File: src/sv/vms_pkg.sv
// Shared types, character constants and helpers for the version marker scanner.
// No dependencies; imported by every module of the block.
package vms_pkg;

  localparam int unsigned MaxKeywordBytes = 8;
  localparam int unsigned KwLenWidth      = 4;
  localparam int unsigned QueueDepth      = 4;
  localparam int unsigned QueuePtrWidth   = $clog2(QueueDepth);
  localparam int unsigned QueueCntWidth   = $clog2(QueueDepth + 1);

  // Register indexes on the configuration port
  localparam logic [1:0] RegKeywordA    = 2'd0;
  localparam logic [1:0] RegKeywordALen = 2'd1;
  localparam logic [1:0] RegKeywordB    = 2'd2;
  localparam logic [1:0] RegKeywordBLen = 2'd3;

  // Characters
  localparam logic [7:0] ChTab       = 8'h09;
  localparam logic [7:0] ChNewline   = 8'h0A;
  localparam logic [7:0] ChNul       = 8'h00;
  localparam logic [7:0] ChQuote     = 8'h22;
  localparam logic [7:0] ChHash      = 8'h23;
  localparam logic [7:0] ChDollar    = 8'h24;
  localparam logic [7:0] ChLParen    = 8'h28;
  localparam logic [7:0] ChRParen    = 8'h29;
  localparam logic [7:0] ChGreater   = 8'h3E;
  localparam logic [7:0] ChAt        = 8'h40;
  localparam logic [7:0] ChBackslash = 8'h5C;
  localparam logic [7:0] ChPrintLo   = 8'h20;
  localparam logic [7:0] ChPrintHi   = 8'h7E;

  // Emit command passed from the scanner to the emitter
  typedef struct packed {
    logic                  is_kw;   // keyword line header, else a single literal byte
    logic                  use_b;   // keyword b selected
    logic [KwLenWidth-1:0] kw_len;  // effective keyword length, 1..8
    logic [7:0]            lit;     // literal byte
  } vms_cmd_t;

  // Clamp a length register to 1..MaxKeywordBytes
  function automatic logic [KwLenWidth-1:0] eff_len(input logic [KwLenWidth-1:0] len);
    logic [KwLenWidth-1:0] res;
    if (len == '0) begin
      res = KwLenWidth'(1);
    end else if (len > KwLenWidth'(MaxKeywordBytes)) begin
      res = KwLenWidth'(MaxKeywordBytes);
    end else begin
      res = len;
    end
    return res;
  endfunction

  // Byte pos of a keyword word
  function automatic logic [7:0] kw_byte(input logic [63:0] kw, input logic [2:0] pos);
    return kw[{pos, 3'b000} +: 8];
  endfunction

endpackage

File: src/sv/vms_in_if.sv
// Input stream channel of the version marker scanner: valid/ready plus one byte.
// No dependencies.
interface vms_in_if;
  logic       valid;
  logic       ready;
  logic [7:0] data_byte;
  logic       end_of_stream;

  modport source (output valid, output data_byte, output end_of_stream, input ready);
  modport sink   (input valid, input data_byte, input end_of_stream, output ready);
endinterface

File: src/sv/vms_out_if.sv
// Output stream channel of the version marker scanner: valid/ready plus one byte.
// No dependencies.
interface vms_out_if;
  logic       valid;
  logic       ready;
  logic [7:0] out_byte;
  logic       last_of_run;

  modport source (output valid, output out_byte, output last_of_run, input ready);
  modport sink   (input valid, input out_byte, input last_of_run, output ready);
endinterface

File: src/sv/version_marker_scanner_top.sv
// Top level of the version marker scanner: config registers, scanner, queue, emitter.
// Depends on vms_pkg, vms_in_if, vms_out_if, vms_front, vms_queue, vms_back.
//
//  Port     Dir  Protocol      Payload
//  in_i     in   valid/ready   data_byte[7:0], end_of_stream
//  out_o    out  valid/ready   out_byte[7:0], last_of_run
//  psel..   in   APB write/rd  keyword_a @0x00, keyword_a_length @0x08,
//                              keyword_b @0x10, keyword_b_length @0x18
//
// One input byte is taken per cycle while the 4-entry command queue has room.
// The emitter sends one byte per cycle while out_o accepts it: one for a copied byte or newline,
// len+2 (up to 10) for a keyword line, so keyword lines back-pressure the input.
// The first result of a byte passes the command queue and the output register before it is valid.
// Reset is asynchronous, active low; no clearing pass is needed.
module version_marker_scanner_top import vms_pkg::*; (
  input  logic        clk_i,
  input  logic        rst_ni,
  vms_in_if.sink      in_i,
  vms_out_if.source   out_o,
  input  logic        psel,
  input  logic        penable,
  input  logic        pwrite,
  input  logic [4:0]  paddr,
  input  logic [63:0] pwdata,
  output logic [63:0] prdata,
  output logic        pready
);

  logic [63:0]           keyword_a_q, keyword_b_q;
  logic [KwLenWidth-1:0] keyword_a_len_q, keyword_b_len_q;
  logic                  cfg_we;
  logic [1:0]            cfg_idx;

  logic     fire, push, pop, full, empty;
  vms_cmd_t push_cmd, head;

  // Configuration registers
  assign pready  = 1'b1;
  assign cfg_we  = psel && penable && pwrite;
  assign cfg_idx = paddr[4:3];

  always_ff @(posedge clk_i or negedge rst_ni) begin
    if (!rst_ni) begin
      keyword_a_q     <= '0;
      keyword_a_len_q <= KwLenWidth'(1);
      keyword_b_q     <= '0;
      keyword_b_len_q <= KwLenWidth'(1);
    end else if (cfg_we) begin
      unique case (cfg_idx)
        RegKeywordA:    keyword_a_q     <= pwdata;
        RegKeywordALen: keyword_a_len_q <= pwdata[KwLenWidth-1:0];
        RegKeywordB:    keyword_b_q     <= pwdata;
        RegKeywordBLen: keyword_b_len_q <= pwdata[KwLenWidth-1:0];
        default: ;
      endcase
    end
  end

  always_comb begin
    unique case (cfg_idx)
      RegKeywordA:    prdata = keyword_a_q;
      RegKeywordALen: prdata = {{(64-KwLenWidth){1'b0}}, keyword_a_len_q};
      RegKeywordB:    prdata = keyword_b_q;
      default:        prdata = {{(64-KwLenWidth){1'b0}}, keyword_b_len_q};
    endcase
  end

  // Input handshake
  assign in_i.ready = !full;
  assign fire       = in_i.valid && !full;

  vms_front u_front (
    .clk_i,
    .rst_ni,
    .fire_i          (fire),
    .data_byte_i     (in_i.data_byte),
    .end_of_stream_i (in_i.end_of_stream),
    .keyword_a_i     (keyword_a_q),
    .keyword_a_len_i (keyword_a_len_q),
    .keyword_b_i     (keyword_b_q),
    .keyword_b_len_i (keyword_b_len_q),
    .push_o          (push),
    .cmd_o           (push_cmd)
  );

  vms_queue u_queue (
    .clk_i,
    .rst_ni,
    .push_i     (push),
    .push_cmd_i (push_cmd),
    .full_o     (full),
    .pop_i      (pop),
    .empty_o    (empty),
    .head_o     (head)
  );

  vms_back u_back (
    .clk_i,
    .rst_ni,
    .empty_i     (empty),
    .head_i      (head),
    .pop_o       (pop),
    .keyword_a_i (keyword_a_q),
    .keyword_b_i (keyword_b_q),
    .out_ready_i (out_o.ready),
    .out_valid_o (out_o.valid),
    .out_byte_o  (out_o.out_byte),
    .out_last_o  (out_o.last_of_run)
  );

endmodule

File: src/sv/vms_front.sv
// Scanner front end: marker state machine, one input byte per cycle while fire_i is high.
// Depends on vms_pkg; pushes emit commands into vms_queue.
module vms_front import vms_pkg::*; (
  input  logic                  clk_i,
  input  logic                  rst_ni,
  input  logic                  fire_i,
  input  logic [7:0]            data_byte_i,
  input  logic                  end_of_stream_i,
  input  logic [63:0]           keyword_a_i,
  input  logic [KwLenWidth-1:0] keyword_a_len_i,
  input  logic [63:0]           keyword_b_i,
  input  logic [KwLenWidth-1:0] keyword_b_len_i,
  output logic                  push_o,
  output vms_cmd_t              cmd_o
);

  localparam logic [2:0] PhIdle    = 3'd0;
  localparam logic [2:0] PhAt      = 3'd1;
  localparam logic [2:0] PhParen   = 3'd2;
  localparam logic [2:0] PhHash    = 3'd3;
  localparam logic [2:0] PhSccs    = 3'd4;
  localparam logic [2:0] PhKwMatch = 3'd5;
  localparam logic [2:0] PhKwCopy  = 3'd6;

  logic [2:0]            phase_q, phase_d;
  logic [KwLenWidth-1:0] pos_q, pos_d;
  logic                  alive_a_q, alive_a_d;
  logic                  alive_b_q, alive_b_d;

  logic [KwLenWidth-1:0] len_a, len_b;
  logic [KwLenWidth:0]   pos_next;
  logic [7:0]            want;
  logic                  hit_a, hit_b, done_a, done_b;
  logic                  reexam, push;
  logic                  c_term, c_print;

  assign len_a    = eff_len(keyword_a_len_i);
  assign len_b    = eff_len(keyword_b_len_i);
  assign pos_next = {1'b0, pos_q} + (KwLenWidth+1)'(1);
  assign hit_a = !end_of_stream_i && alive_a_q && (pos_q < len_a)
               && (data_byte_i == kw_byte(keyword_a_i, pos_q[2:0]));
  assign hit_b = !end_of_stream_i && alive_b_q && (pos_q < len_b)
               && (data_byte_i == kw_byte(keyword_b_i, pos_q[2:0]));
  assign done_a = hit_a && (pos_next == {1'b0, len_a});
  assign done_b = hit_b && (pos_next == {1'b0, len_b});
  assign c_term = end_of_stream_i || data_byte_i == ChNul || data_byte_i == ChQuote
               || data_byte_i == ChGreater || data_byte_i == ChNewline
               || data_byte_i == ChBackslash;
  assign c_print = !end_of_stream_i && data_byte_i >= ChPrintLo && data_byte_i <= ChPrintHi;

  always_comb begin
    unique case (phase_q)
      PhAt:    want = ChLParen;
      PhParen: want = ChHash;
      default: want = ChRParen;
    endcase
  end

  // Next state and emit command
  always_comb begin
    phase_d   = phase_q;
    pos_d     = pos_q;
    alive_a_d = alive_a_q;
    alive_b_d = alive_b_q;
    reexam    = 1'b0;
    push      = 1'b0;
    cmd_o     = '{is_kw: 1'b0, use_b: 1'b0, kw_len: len_a, lit: data_byte_i};
    if (fire_i) begin
      unique case (phase_q)
        PhAt, PhParen, PhHash: begin
          if (!end_of_stream_i && data_byte_i == want) begin
            if (phase_q == PhHash) begin
              push      = 1'b1;
              cmd_o.lit = ChTab;
              phase_d   = PhSccs;
            end else begin
              phase_d = phase_q + 3'd1;
            end
          end else begin
            reexam = 1'b1;
          end
        end
        PhSccs: begin
          push = 1'b1;
          if (c_term) begin
            cmd_o.lit = ChNewline;
            phase_d   = PhIdle;
          end
        end
        PhKwMatch: begin
          alive_a_d = hit_a;
          alive_b_d = hit_b;
          if (!hit_a && !hit_b) begin
            reexam = 1'b1;
          end else if (done_a || done_b) begin
            // keyword a wins a tie
            push         = 1'b1;
            cmd_o.is_kw  = 1'b1;
            cmd_o.use_b  = !done_a;
            cmd_o.kw_len = done_a ? len_a : len_b;
            phase_d      = PhKwCopy;
            pos_d        = '0;
            alive_a_d    = 1'b0;
            alive_b_d    = 1'b0;
          end else begin
            pos_d = pos_next[KwLenWidth-1:0];
          end
        end
        PhKwCopy: begin
          push = 1'b1;
          if (!c_print) begin
            cmd_o.lit = ChNewline;
            reexam    = 1'b1;
          end
        end
        default: reexam = 1'b1;
      endcase

      // Byte looked at again as an ordinary idle byte
      if (reexam) begin
        phase_d = PhIdle;
        if (!end_of_stream_i) begin
          if (data_byte_i == ChDollar) begin
            phase_d   = PhKwMatch;
            pos_d     = '0;
            alive_a_d = 1'b1;
            alive_b_d = 1'b1;
          end else if (data_byte_i == ChAt) begin
            phase_d = PhAt;
          end
        end
      end
    end
  end

  assign push_o = push;

  always_ff @(posedge clk_i or negedge rst_ni) begin
    if (!rst_ni) begin
      phase_q   <= PhIdle;
      pos_q     <= '0;
      alive_a_q <= 1'b0;
      alive_b_q <= 1'b0;
    end else begin
      phase_q   <= phase_d;
      pos_q     <= pos_d;
      alive_a_q <= alive_a_d;
      alive_b_q <= alive_b_d;
    end
  end

  // Match position stays inside the longest keyword while matching
  assert property (@(posedge clk_i) disable iff (!rst_ni)
    (phase_q == PhKwMatch) |-> (pos_q < KwLenWidth'(MaxKeywordBytes)))
    else $error("match position out of range");
  // Keyword matching always has at least one live candidate
  assert property (@(posedge clk_i) disable iff (!rst_ni)
    (phase_q == PhKwMatch) |-> (alive_a_q || alive_b_q))
    else $error("keyword match with no live keyword");

endmodule

File: src/sv/vms_queue.sv
// Short command queue between scanner and emitter, flip-flop storage.
// Depends on vms_pkg.
module vms_queue import vms_pkg::*; (
  input  logic     clk_i,
  input  logic     rst_ni,
  input  logic     push_i,
  input  vms_cmd_t push_cmd_i,
  output logic     full_o,
  input  logic     pop_i,
  output logic     empty_o,
  output vms_cmd_t head_o
);

  vms_cmd_t                 mem_q [QueueDepth];
  logic [QueuePtrWidth-1:0] wptr_q, rptr_q;
  logic [QueueCntWidth-1:0] cnt_q, cnt_d;

  assign full_o  = (cnt_q == QueueCntWidth'(QueueDepth));
  assign empty_o = (cnt_q == '0);
  assign head_o  = mem_q[rptr_q];

  always_comb begin
    cnt_d = cnt_q;
    if (push_i && !pop_i) begin
      cnt_d = cnt_q + QueueCntWidth'(1);
    end else if (pop_i && !push_i) begin
      cnt_d = cnt_q - QueueCntWidth'(1);
    end
  end

  // Pointers and count
  always_ff @(posedge clk_i or negedge rst_ni) begin
    if (!rst_ni) begin
      wptr_q <= '0;
      rptr_q <= '0;
      cnt_q  <= '0;
    end else begin
      if (push_i) begin
        wptr_q <= wptr_q + QueuePtrWidth'(1);
      end
      if (pop_i) begin
        rptr_q <= rptr_q + QueuePtrWidth'(1);
      end
      cnt_q <= cnt_d;
    end
  end

  // Entry storage
  always_ff @(posedge clk_i) begin
    if (push_i) begin
      mem_q[wptr_q] <= push_cmd_i;
    end
  end

  assert property (@(posedge clk_i) disable iff (!rst_ni) push_i |-> !full_o)
    else $error("push into full queue");
  assert property (@(posedge clk_i) disable iff (!rst_ni) pop_i |-> !empty_o)
    else $error("pop from empty queue");

endmodule

File: src/sv/vms_back.sv
// Emitter back end: expands queued commands into output bytes, one per cycle while the output is ready.
// Depends on vms_pkg; drains vms_queue into the output register.
module vms_back import vms_pkg::*; (
  input  logic                  clk_i,
  input  logic                  rst_ni,
  input  logic                  empty_i,
  input  vms_cmd_t              head_i,
  output logic                  pop_o,
  input  logic [63:0]           keyword_a_i,
  input  logic [63:0]           keyword_b_i,
  input  logic                  out_ready_i,
  output logic                  out_valid_o,
  output logic [7:0]            out_byte_o,
  output logic                  out_last_o
);

  logic                  out_valid_q, out_valid_d;
  logic [7:0]            out_byte_q;
  logic                  out_last_q;
  logic [KwLenWidth-1:0] pos_q, pos_d;

  logic                  load, last;
  logic [7:0]            next_byte;
  logic [63:0]           kw;
  logic [KwLenWidth-1:0] kw_idx;

  assign load   = (!out_valid_q || out_ready_i) && !empty_i;
  assign kw     = head_i.use_b ? keyword_b_i : keyword_a_i;
  assign kw_idx = pos_q - KwLenWidth'(2);

  // Byte of the current command: the literal, or for a keyword line tab, '$', then the keyword bytes
  always_comb begin
    if (!head_i.is_kw) begin
      next_byte = head_i.lit;
      last      = 1'b1;
    end else begin
      if (pos_q == '0) begin
        next_byte = ChTab;
      end else if (pos_q == KwLenWidth'(1)) begin
        next_byte = ChDollar;
      end else begin
        next_byte = kw_byte(kw, kw_idx[2:0]);
      end
      last = ({1'b0, pos_q} == ({1'b0, head_i.kw_len} + (KwLenWidth+1)'(1)));
    end
  end

  assign pop_o = load && last;

  always_comb begin
    pos_d = pos_q;
    if (load) begin
      pos_d = last ? '0 : pos_q + KwLenWidth'(1);
    end
    out_valid_d = load ? 1'b1 : (out_ready_i ? 1'b0 : out_valid_q);
  end

  always_ff @(posedge clk_i or negedge rst_ni) begin
    if (!rst_ni) begin
      out_valid_q <= 1'b0;
      pos_q       <= '0;
    end else begin
      out_valid_q <= out_valid_d;
      pos_q       <= pos_d;
    end
  end

  // Output payload register
  always_ff @(posedge clk_i) begin
    if (load) begin
      out_byte_q <= next_byte;
      out_last_q <= last;
    end
  end

  assign out_valid_o = out_valid_q;
  assign out_byte_o  = out_byte_q;
  assign out_last_o  = out_last_q;

  // Expansion position never runs past the keyword line header
  assert property (@(posedge clk_i) disable iff (!rst_ni)
    (load && head_i.is_kw) |-> ({1'b0, pos_q} <= ({1'b0, head_i.kw_len}
      + (KwLenWidth+1)'(1))))
    else $error("keyword expansion overran");
  // Position returns to zero after each command
  assert property (@(posedge clk_i) disable iff (!rst_ni) pop_o |=> (pos_q == '0))
    else $error("position not cleared after command");

endmodule

File: src/flat_wrapper.sv
// flat-port wrapper written by rule: the top's interface ports become plain ports
module version_marker_scanner_top_flat import vms_pkg::*;
  (clk_i, rst_ni, psel, penable, pwrite, paddr, pwdata, prdata, pready, in_i_valid, in_i_data_byte, in_i_end_of_stream, in_i_ready, out_o_valid, out_o_out_byte, out_o_last_of_run, out_o_ready);
  vms_in_if in_i_i ();
  vms_out_if out_o_i ();
  input  logic clk_i;
  input  logic rst_ni;
  input  logic psel;
  input  logic penable;
  input  logic pwrite;
  input  logic [4:0] paddr;
  input  logic [63:0] pwdata;
  output logic [63:0] prdata;
  output logic pready;
  input wire logic [$bits(in_i_i.valid)-1:0] in_i_valid;
  input wire logic [$bits(in_i_i.data_byte)-1:0] in_i_data_byte;
  input wire logic [$bits(in_i_i.end_of_stream)-1:0] in_i_end_of_stream;
  output wire logic [$bits(in_i_i.ready)-1:0] in_i_ready;
  output wire logic [$bits(out_o_i.valid)-1:0] out_o_valid;
  output wire logic [$bits(out_o_i.out_byte)-1:0] out_o_out_byte;
  output wire logic [$bits(out_o_i.last_of_run)-1:0] out_o_last_of_run;
  input wire logic [$bits(out_o_i.ready)-1:0] out_o_ready;
  assign in_i_i.valid = in_i_valid;
  assign in_i_i.data_byte = in_i_data_byte;
  assign in_i_i.end_of_stream = in_i_end_of_stream;
  assign in_i_ready = in_i_i.ready;
  assign out_o_valid = out_o_i.valid;
  assign out_o_out_byte = out_o_i.out_byte;
  assign out_o_last_of_run = out_o_i.last_of_run;
  assign out_o_i.ready = out_o_ready;
  version_marker_scanner_top u_core (.clk_i(clk_i), .rst_ni(rst_ni), .in_i(in_i_i), .out_o(out_o_i), .psel(psel), .penable(penable), .pwrite(pwrite), .paddr(paddr), .pwdata(pwdata), .prdata(prdata), .pready(pready));
endmodule
File: config.mk
export PLATFORM = sky130hd
export DESIGN_NAME = version_marker_scanner_top_flat
export DESIGN_NICKNAME = d
export VERILOG_FILES = /design/src/sv/vms_pkg.sv /design/src/sv/vms_in_if.sv /design/src/sv/vms_out_if.sv /design/src/sv/version_marker_scanner_top.sv /design/src/sv/vms_front.sv /design/src/sv/vms_queue.sv /design/src/sv/vms_back.sv /design/src/flat_wrapper.sv
export SDC_FILE = /design/constraint.sdc
export NUM_CORES = 1
export LEC_CHECK = 0
export ABC_CLOCK_PERIOD_IN_PS = 7050
export BUFFER_PORTS_ARGS = -buffer_cell sky130_fd_sc_hd__buf_2
export CORE_UTILIZATION = 55
export DETAILED_ROUTE_END_ITERATION = 10
export GPL_TIMING_DRIVEN = 0
export PLACE_DENSITY = 0.75
export SYNTH_ARGS = -nofsm -noshare
export SYNTH_HDL_FRONTEND = slang
export SYNTH_SLANG_ARGS = --single-unit
File: constraint.sdc
create_clock -name clk_i -period 7.05 [get_ports clk_i]
set_input_delay 0.3525 -clock clk_i [delete_from_list [all_inputs] [get_ports clk_i]]
set_output_delay 0.3525 -clock clk_i [all_outputs]
set_load 0.01 [all_outputs]
==> impl_metrics.yaml, run 1 <==
flow_run:
  max_cap_violations: 0
timing:
  finalClockSkew_ps: 14.7
  final_max_slew_viol_count: 0
  finalSetupViolCount: 0
  period_minus_slack_ps: 4610
  timing.final.hold_violations: 0
  slew-limit-headroom_pct: 5.66
  max_slew.worst_pin.slew_ps: 1410
  rsz0062_at_grt: "false"
  final_min_period_over_clock_period_pct: 65.4
  fmax_mhz: 217
  setup_total_negative_slack_ps: 0
global_route:
  antenna_violations_before_repair: 0
  grt_first_pass_wirelength_um: 57000
  congestion_overflow_gr: 0
  grt_max_degree: 88
  grt.total_usage_pct: 31.7
  grt_pass1_vias: 9670
synth:
  postSynth.asyncResetShare_pct: 70.7
  synth_top_flop_cell: "sky130_fd_sc_hd__dfrtp_1"
  yosysWarnings: 0
  synth_edf_count: 65
  ys_ff_latch: 222
  synth_seq_area_share_pct: 45.3
  post-synth-top-count-cell: "sky130_fd_sc_hd__dfrtp_1"
  synth.cells.most_frequent: "sky130_fd_sc_hd__dfrtp_1, sky130_fd_sc_hd__mux2_2, sky130_fd_sc_hd__mux2i_1"
  syn-instance-count: 1028
  synth.top_cells.by_area: "sky130_fd_sc_hd__dfrtp_1, sky130_fd_sc_hd__edfxtp_1, sky130_fd_sc_hd__mux2_2, sky130_fd_sc_hd__mux4_2, sky130_fd_sc_hd__mux2i_1"
  syn-mean-instance-area_um2: 12.6
  postSynthNetCount: 1138
  count_of_cell_types_in_the_netlist: 72
  syn_area_um2: 13000
  post-synth-top-area-cell: "sky130_fd_sc_hd__dfrtp_1"
  synth.top_cell.area_share_pct: 29.9
power_and_ir_drop:
  power_density_nw_per_um2: 354
  post-layout-total-power_w: 0.00530
  leakagePower_nw: 6.26
  peak_supply_drop_mv: 0.198
detailed_routing:
  post-route-drc-count: 0
  initialDrtViolationCount: 923
  firstDrtPassIters: 6
  post_drt_via_cell_ratio: 6.30
  finalWirelength_um: 37200
  ant_nets: 0
  routedWlPerCell_um: 24.2
  total_vias_in_the_final_route: 9681
floorplanning:
  fp.dieW_um: 156
  floorplan.die_area_um2: 24200
  placementRows: 55
  chipHeight_um: 156
  initial_core_util_pct: 56.7
  core_region_area_um2: 22900
  num_io_pins: 161
clocking:
  tritoncts.num_buffers: 24
  cts.clk_slew.worst_paths_ps: 60
  clock-root-buffer: "sky130_fd_sc_hd__clkbuf_16"
  clock_latency_ps: 530
  cts_num_sinks: 222
  htree_num_levels: 1
  post-cts-setup-buffers: 0
  clk_path_buf_depth: 3
  tritoncts_clock_tree: "yes"
placed_design:
  place.gp.congestion: 0.971
  io_buffer_count: 149
  dpl.hpwl_um: 28000
cells_and_area:
  layout.filler_cells: 1799
  final_net_count: 1316
  area_growth_syn_to_layout_pct: 15.3
  insertedDiodeCount: 0
  fraction_of_final_layout_cells_with_drive_strength_greater_than_1_pct: 35.4
critical_path:
  crit_required_ps: 7180
  crit_start: "u_core.u_front.pos_q[1]"
  regToRegEndpoint: "u_core.u_queue.mem_q[2][12]"
  timing.setup.critical_path_class: "flop to flop"
  rrSetupSlack_ps: 2440
  worst_ep_arrival_time_ps: 4740
  ff2ff_path_depth: 10
  worst-path-max-fanout: 14
  timing.critical_path.to_type: "flop"
  start_kind: "flop"
  regToRegStartpoint: "u_core.u_front.pos_q[1]"
  critical_path.endpoint: "u_core.u_queue.mem_q[2][12]"
run_status:
  status: "finished clean"
hold_path:
  worst_hold_path_type: "primary input to flop"
-- worst min-delay path by stage --
stage / start / endpoint / slack, ps / depth (start not counted)
global placement: u_core.u_back.out_valid_o / u_core.u_back.out_valid_o / 470 / 2
detailed placement: rst_ni / u_core.keyword_b_q[37] / 420 / 1
global route: pwdata[34] / u_core.keyword_b_q[34] / 60 / 2
finish: pwdata[6] / u_core.keyword_b_q[6] / 70 / 2
floorplan: rst_ni / u_core.keyword_a_len_q[1] / 60 / 0
CTS: pwdata[35] / u_core.keyword_b_q[35] / 60 / 2
-- registers in the layout, summed over array words and instances (netlist names), 3 cells and up --
name / count
u_core.keyword_b_len_q: 4
u_core.u_front.phase_q: 3
u_core.keyword_b_q: 64
u_core.u_front.pos_q: 4
u_core.u_queue.cnt_q: 3
u_core.keyword_a_q: 64
u_core.u_back.out_byte_o: 8
u_core.u_queue.mem_q: 56
u_core.u_back.pos_q: 4
u_core.keyword_a_len_q: 4
-- worst max-delay path, cell delays in order, from the launching register on --
cell,delay (ps)
sky130_fd_sc_hd__dfrtp_1,400
sky130_fd_sc_hd__buf_2,260
sky130_fd_sc_hd__buf_2,360
sky130_fd_sc_hd__nor2_1,100
sky130_fd_sc_hd__a221oi_1,510
sky130_fd_sc_hd__xor2_1,150
sky130_fd_sc_hd__nor4_2,490
sky130_fd_sc_hd__nand4_2,300
sky130_fd_sc_hd__a221oi_2,330
sky130_fd_sc_hd__o21ai_2,200
sky130_fd_sc_hd__nor2_1,1090
-- per-stage QoR --
stage / setup WS [ps] / area (um2) / util [%] / cells / hold WS [ps]
detailed placement: 2590 / 14200 / 61.9 / 1492 / 419
floorplan: 3490 / 13000 / - / 1028 / 56.9
finish: 2440 / 15000 / 65.4 / 1537 / 66.9
global route: 2310 / 15000 / 65.4 / 1537 / 64.4
CTS: 2580 / 15000 / 65.4 / 1537 / 58.3
global placement: 2650 / 14100 / 61.6 / 1490 / 474
-- cells by family (layout without fill, tap and decap cells) --
group	Yosys count	in the layout	synth area share, %
other	1	1	0.0289
xor gates and xnor gates	34	34	2.35
muxes	320	320	32.4
buffers and inverters	96	292	3.13
and+or+nand+nor	229	229	8.75
DFF	222	222	45.3
AOI/OAI and AO/OA	101	101	5.52
adders and majority gates	25	25	2.47
-- where the power goes --
| part | switching [W] | leakage [nW] | internal [W] | total (W) |
|---|---|---|---|---|
| Combinational | 0.00109 | 3.37 | 0.000975 | 0.00206 |
| Sequential | 0.000312 | 2.52 | 0.00166 | 0.00197 |
| Clock | 0.000525 | 0.371 | 0.000747 | 0.00127 |
| Total | 0.00192 | 6.26 | 0.00338 | 0.00530 |
-- final cells by class --
cell class,count,area [um2],area share [%]
Tap cell,313,392,2.62
Clock inverter,10,111,0.744
Inverter,31,116,0.777
Timing Repair Buffer,152,805,5.37
Buffer,65,290,1.94
Multi-Input combinational cell,710,6700,44.7
Clock buffer,34,679,4.54
Sequential cell,222,5880,39.3
-- per-layer routing --
metal	vias to the layer above	global-route usage [%]	wire, um
li1	4183	-	-
met4	0	11.6	1380
met2	535	51.4	17600
met1	4868	42.5	15000
met5	-	0	0
met3	95	6.14	3210
-- cell usage in the layout (no fill, tap or decap), types with 5 or more instances in the layout --
cell and instances:
sky130_fd_sc_hd__buf_1 10, sky130_fd_sc_hd__nor2_1 102, sky130_fd_sc_hd__nor3_1 9, sky130_fd_sc_hd__nand2b_1 6, sky130_fd_sc_hd__and2_1 6, sky130_fd_sc_hd__clkbuf_1 44, sky130_fd_sc_hd__mux2i_1 111, sky130_fd_sc_hd__a21oi_1 16
sky130_fd_sc_hd__mux4_2 66, sky130_fd_sc_hd__o22ai_1 10, sky130_fd_sc_hd__a21o_1 5, sky130_fd_sc_hd__nand2_1 43, sky130_fd_sc_hd__inv_1 30, sky130_fd_sc_hd__xor2_1 8, sky130_fd_sc_hd__clkbuf_16 25, sky130_fd_sc_hd__a22oi_1 20
sky130_fd_sc_hd__xnor2_1 25, sky130_fd_sc_hd__edfxtp_1 65, sky130_fd_sc_hd__dfrtp_1 155, sky130_fd_sc_hd__buf_2 160, sky130_fd_sc_hd__mux2_2 138, sky130_fd_sc_hd__o21ai_0 17, sky130_fd_sc_hd__nand3_1 11, sky130_fd_sc_hd__ha_1 24
sky130_fd_sc_hd__nor2b_1 13
-- timing repair --
action,CTS,global route
resized for setup,0,0
hold buffers,1,0
hold endpoints to repair,86,0
No activity file was read; power rests on OpenSTA's default activity.
==> inputs of run 2 (changes only) <==
ABC_CLOCK_PERIOD_IN_PS = 4300   (was 7050)
clock period = 4.3 ns   (was 7.05 ns; I/O delays follow)
==> impl_metrics.yaml, run 2 (synthesized netlist as in run 1, its figures left out) <==
detailed_routing:
  routedWlPerCell_um: 24.1
  finalWirelength_um: 38700
  initialDrtViolationCount: 943
  post-route-drc-count: 0
  ant_nets: 0
  firstDrtPassIters: 5
  post_drt_via_cell_ratio: 6.26
  total_vias_in_the_final_route: 10038
placed_design:
  placed_cells_incl_taps: 1492
  place.gp.congestion: 0.971
  io_buffer_count: 149
  dpl.hpwl_um: 28000
  placed_area_um2: 14200
  worst_setup_slack_before_clock_tree_synthesis_ps: -159
cells_and_area:
  design_area_um2: 15700
  layout.filler_cells: 1674
  insertedDiodeCount: 0
  final_net_count: 1382
  fraction_of_final_layout_cells_with_drive_strength_greater_than_1_pct: 34.6
  most_common_library_cell_in_the_layout_ignoring_fill_and_taps: "sky130_fd_sc_hd__buf_2"
  layoutNonFillerInstCount: 1603
  fin_util_pct: 68.7
  layout_common_cells: "sky130_fd_sc_hd__buf_2, sky130_fd_sc_hd__dfrtp_1, sky130_fd_sc_hd__mux2_2"
  area_growth_syn_to_layout_pct: 21.3
  leading_registers_by_flop_count: "u_core.keyword_a_q (64), u_core.keyword_b_q (64), u_core.u_queue.mem_q (56)"
global_route:
  congestion_overflow_gr: 0
  grt_use_met3_pct: 6.72
  grt_first_pass_wirelength_um: 59200
  grt_pass1_vias: 10185
  grtUsageMet1_pct: 42.6
  antenna_violations_before_repair: 0
  grt.total_usage_pct: 32.8
  grt_max_degree: 88
  busiest_metal_layer_after_global_routing: "met2"
  grt_use_met2_pct: 54.0
critical_path:
  critical_path.cell_chain: "buf_6 > buf_6 > mux4_2 > mux2i_1 > xor2_2 > nand3_2 > a221oi_4 > o21ai_4 > inv_1 > ha_1 > inv_1 > fa_1 > xor2_1 > nor2_1 > xor2_1"
  timing.critical_path.depth: 15
  crit_required_ps: 4750
  timing.critical_path.to_type: "flop"
  critical-path-max-stage-delay_ps: 560
  critical_path.endpoint: "u_core.u_queue.cnt_q[2]"
  crit_family: "multiplexers"
  crit_start: "u_core.u_front.pos_q[0]"
  worst-path-max-fanout: 10
  worst_ep_arrival_time_ps: 4610
  ff2ff_path_depth: 15
  start_kind: "flop"
  timing.setup.critical_path_class: "flop to flop"
  count_of_buffer_and_inverter_cells_on_the_critical_path: 4
  critPathSlowestCell: "sky130_fd_sc_hd__mux4_2"
  rrSetupSlack_ps: 140
  regToRegEndpoint: "u_core.u_queue.cnt_q[2]"
  regToRegStartpoint: "u_core.u_front.pos_q[0]"
floorplanning:
  initial_core_util_pct: 56.7
  placementRows: 55
  core_region_area_um2: 22900
  fp.dieW_um: 156
  num_io_pins: 161
  floorplan.die_area_um2: 24200
  chipHeight_um: 156
hold_path:
  worst_hold_path_type: "primary input to flop"
timing:
  finalClockSkew_ps: 10.6
  final.setup.worst_slack_ps: 144
  final_min_period_over_clock_period_pct: 96.7
  slew-limit-headroom_pct: 35.8
  finalSetupViolCount: 0
  period_minus_slack_ps: 4160
  setup_total_negative_slack_ps: 0
  max_slew.worst_pin.slew_ps: 962
  final_max_slew_viol_count: 0
  fmax_mhz: 241
  timing.final.hold_violations: 0
clocking:
  clk_path_buf_depth: 3
  cts.clk_slew.worst_paths_ps: 60
  tritoncts_clock_tree: "yes"
  cts_num_sinks: 222
  clock-root-buffer: "sky130_fd_sc_hd__clkbuf_16"
  htree_num_levels: 1
  tritoncts.num_buffers: 24
  clock_latency_ps: 530
power_and_ir_drop:
  clock_power_share_pct: 23.7
  power_frac_seq_pct: 36.6
  leakagePower_nw: 6.58
  peak_supply_drop_mv: 0.320
  netSwitchingPower_w: 0.00322
  share_of_power_burned_in_combinational_logic_pct: 39.7
  switching_share_pct: 36.6
  internal_power_w: 0.00559
  power_density_nw_per_um2: 560
flow_run:
  max_cap_violations: 0
run_status:
  status: "finished clean"
==> run 2: changes by cell type in the layout (fill, tap and decap cells not counted), sizes merged <==
cell / change
clkbuf: +2
buf: -1
dlygate4sd3: +65
==> run 2: how the worst min path moves through the flow <==
stage,startpoint,to,cells past startpoint
after floorplan,rst_ni,u_core.keyword_a_len_q[1],0
after global placement,pwdata[37],u_core.keyword_a_q[37],2
after detailed placement,rst_ni,u_core.keyword_b_q[37],1
after CTS,paddr[3],u_core.keyword_a_q[52],3
after global routing,in_i_data_byte[7],u_core.u_queue.mem_q[2][7],2
final,paddr[3],u_core.keyword_a_q[52],3
==> run 2: metrics by stage <==
stage | hold WS (ps) | total power (W)
floorplan | -80.6 | 0.00546
global placement | 462 | 0.00646
detailed placement | 282 | 0.00656
CTS | 209 | 0.00870
global route | 229 | 0.00920
finish | 216 | 0.00881
==> run 2: layout make-up <==
cell class | instances | area, um2 | share of cell area (%)
buffer | 65 | 302 | 1.92
clock buffer | 34 | 679 | 4.32
clock inverter | 10 | 111 | 0.707
inverter | 31 | 116 | 0.739
multi-input combinational | 710 | 6800 | 43.2
sequential | 222 | 5880 | 37.4
tap | 313 | 392 | 2.49
timing repair buffer | 218 | 1460 | 9.29
==> run 2: timing repair <==
action,in CTS,in global routing
gates resized for setup,0,25
hold endpoints to repair,223,0
setup buffers,0,1
pin swaps,0,4
endpoints found under the setup margin,56,58
hold buffers,66,0
cloned,0,0
==> run 2: tightest hold or removal path: stages <==
cell	delay, ps
sky130_fd_sc_hd__buf_2	140
sky130_fd_sc_hd__nor3_2	110
sky130_fd_sc_hd__mux2_2	240
==> run 2: power groups by stage <==
stage | clock network [W] | registers (W) | logic, W
after global placement | 0 | 0.00321 | 0.00325
after floorplan | 0 | 0.00305 | 0.00241
after global routing | 0.00217 | 0.00327 | 0.00375
after CTS | 0.00210 | 0.00321 | 0.00339
after detailed placement | 0 | 0.00324 | 0.00332
final | 0.00209 | 0.00323 | 0.00350
==> run 2: routing by layer <==
layer  vias up  share of wire [%]
li1       4320                  -
met1      5093                 39
met2       522                 48
met3       103                8.4
met4         0                4.2
met5         -                  0
==> inputs of run 3 (changes only) <==
PLACE_DENSITY = 0.76   (was 0.75)
==> impl_metrics.yaml, run 3 (synthesized netlist as in run 1, its figures left out) <==
cells_and_area:
  area_growth_syn_to_layout_pct: 22.2
  insertedDiodeCount: 0
  design_area_um2: 15900
  layout_common_cells: "sky130_fd_sc_hd__buf_2, sky130_fd_sc_hd__dfrtp_1, sky130_fd_sc_hd__mux2_2"
  final_net_count: 1383
  layoutNonFillerInstCount: 1604
  fraction_of_final_layout_cells_with_drive_strength_greater_than_1_pct: 35.2
  most_common_library_cell_in_the_layout_ignoring_fill_and_taps: "sky130_fd_sc_hd__buf_2"
  fin_util_pct: 69.2
  leading_registers_by_flop_count: "u_core.keyword_a_q (64), u_core.keyword_b_q (64), u_core.u_queue.mem_q (56)"
placed_design:
  placed_area_um2: 14200
  place.gp.congestion: 0.951
  dpl.hpwl_um: 27100
  io_buffer_count: 149
  placed_cells_incl_taps: 1492
  worst_setup_slack_before_clock_tree_synthesis_ps: -317
timing:
  finalClockSkew_ps: 22.9
  final.setup.worst_slack_ps: 160
  finalSetupViolCount: 0
  max_slew.worst_pin.slew_ps: 992
  final_hold_slack_ps: 207
  timing.final.hold_violations: 0
  final_max_slew_viol_count: 0
  period_minus_slack_ps: 4140
  final_min_period_over_clock_period_pct: 96.3
  fmax_mhz: 242
  slew-limit-headroom_pct: 33.8
floorplanning:
  fp.dieW_um: 156
  core_region_area_um2: 22900
  num_io_pins: 161
  chipHeight_um: 156
  placementRows: 55
  initial_core_util_pct: 56.7
  floorplan.die_area_um2: 24200
detailed_routing:
  routedWlPerCell_um: 23.4
  total_vias_in_the_final_route: 9834
  post_drt_via_cell_ratio: 6.13
  post-route-drc-count: 0
  initialDrtViolationCount: 722
  finalWirelength_um: 37600
  ant_nets: 0
  firstDrtPassIters: 5
clocking:
  clock_latency_ps: 540
  clock-root-buffer: "sky130_fd_sc_hd__clkbuf_16"
  tritoncts_clock_tree: "yes"
  cts.clk_slew.worst_paths_ps: 70
  tritoncts.num_buffers: 24
  htree_num_levels: 1
  cts_num_sinks: 222
  clk_path_buf_depth: 3
critical_path:
  crit_required_ps: 4750
  worst_ep_arrival_time_ps: 4590
  worst-path-max-fanout: 10
  start_kind: "flop"
  timing.critical_path.to_type: "flop"
  timing.setup.critical_path_class: "flop to flop"
global_route:
  congestion_overflow_gr: 0
  grt_first_pass_wirelength_um: 57400
  antenna_violations_before_repair: 1
  grt.total_usage_pct: 31.8
  grt_max_degree: 97
  grt_pass1_vias: 10294
hold_path:
  worst_hold_path_type: "primary input to asynchronous set/reset pin"
flow_run:
  max_cap_violations: 0
power_and_ir_drop:
  power_density_nw_per_um2: 567
  leakagePower_nw: 6.63
  peak_supply_drop_mv: 0.380
run_status:
  status: "finished clean"
## run 3: changes by cell type in the layout (fill, tap and decap cells not counted), sizes merged
cell,change
clkbuf,-7
clkinv,+5
bufinv,+4
clkinvlp,-2
buf,+1
## run 3: stage by stage
stage               total power [W]  TNS, ps
floorplan                   0.00546        0
global placement            0.00645    -8430
detailed placement          0.00656   -15730
CTS                         0.00894        0
global route                0.00943    -3.17
finish                      0.00900        0
## run 3: area by class of cell
| cell class | count | area, um2 |
|---|---|---|
| multi-input combinational | 710 | 6790 |
| clock buffer | 27 | 632 |
| sequential | 222 | 5880 |
| fill | 1642 | 7050 |
| buffer | 65 | 313 |
| inverter | 31 | 116 |
| timing repair buffer | 219 | 1470 |
| clock inverter | 17 | 269 |
| tap | 313 | 392 |
## run 3: power by group
| part | switching (W) | internal, W | total (W) | leakage (nW) |
|---|---|---|---|---|
| Sequential | 0.000479 | 0.00272 | 0.00320 | 2.52 |
| Combinational | 0.00183 | 0.00165 | 0.00348 | 3.68 |
| Clock | 0.000892 | 0.00143 | 0.00232 | 0.437 |
| Total | 0.00320 | 0.00580 | 0.00900 | 6.63 |
## run 3: timing repair
item,CTS,global route
gates resized for setup,9,16
endpoints found under the setup margin,57,27
pin swaps,0,5
hold endpoints to repair,196,0
setup buffers,0,2
hold buffers,66,0
## run 3: per-layer routing
metal / part of all wire [%] / GRT usage (%)
met1: 37 / 38.1
met3: 6.4 / 5.19
met5: 0.021 / 0
met4: 5.2 / 16.6
met2: 51 / 55.4
## run 3: critical path: stages (launching register included)
cell and delay (ps):
sky130_fd_sc_hd__dfrtp_1 430, sky130_fd_sc_hd__clkbuf_4 270, sky130_fd_sc_hd__buf_6 210, sky130_fd_sc_hd__mux2i_1 100
sky130_fd_sc_hd__a22oi_1 320, sky130_fd_sc_hd__nand2_1 190, sky130_fd_sc_hd__xnor2_1 190, sky130_fd_sc_hd__nor4_4 380
sky130_fd_sc_hd__nand4_2 210, sky130_fd_sc_hd__a221oi_2 340, sky130_fd_sc_hd__o21ai_2 210, sky130_fd_sc_hd__inv_1 100
sky130_fd_sc_hd__ha_1 170, sky130_fd_sc_hd__inv_1 70, sky130_fd_sc_hd__fa_1 430, sky130_fd_sc_hd__xor2_1 170
sky130_fd_sc_hd__nor2_1 110, sky130_fd_sc_hd__xor2_1 150
## run 3: worst paths after layout
path,endpoint,slack (ps),from,cells after the start
setup / recovery,u_core.u_queue.cnt_q[2],160,u_core.u_front.pos_q[1],17
hold / removal,u_core.u_queue.cnt_q[1],210,rst_ni,2
setup reg to reg,u_core.u_queue.cnt_q[2],160,u_core.u_front.pos_q[1],17
hold reg to reg,u_core.u_queue.cnt_q[2],500,u_core.u_queue.cnt_q[2],1
max in group asynchronous,u_core.keyword_b_q[30],3270,rst_ni,3
min in group clk_i,u_core.u_front.phase_q[0],220,in_i_valid,4
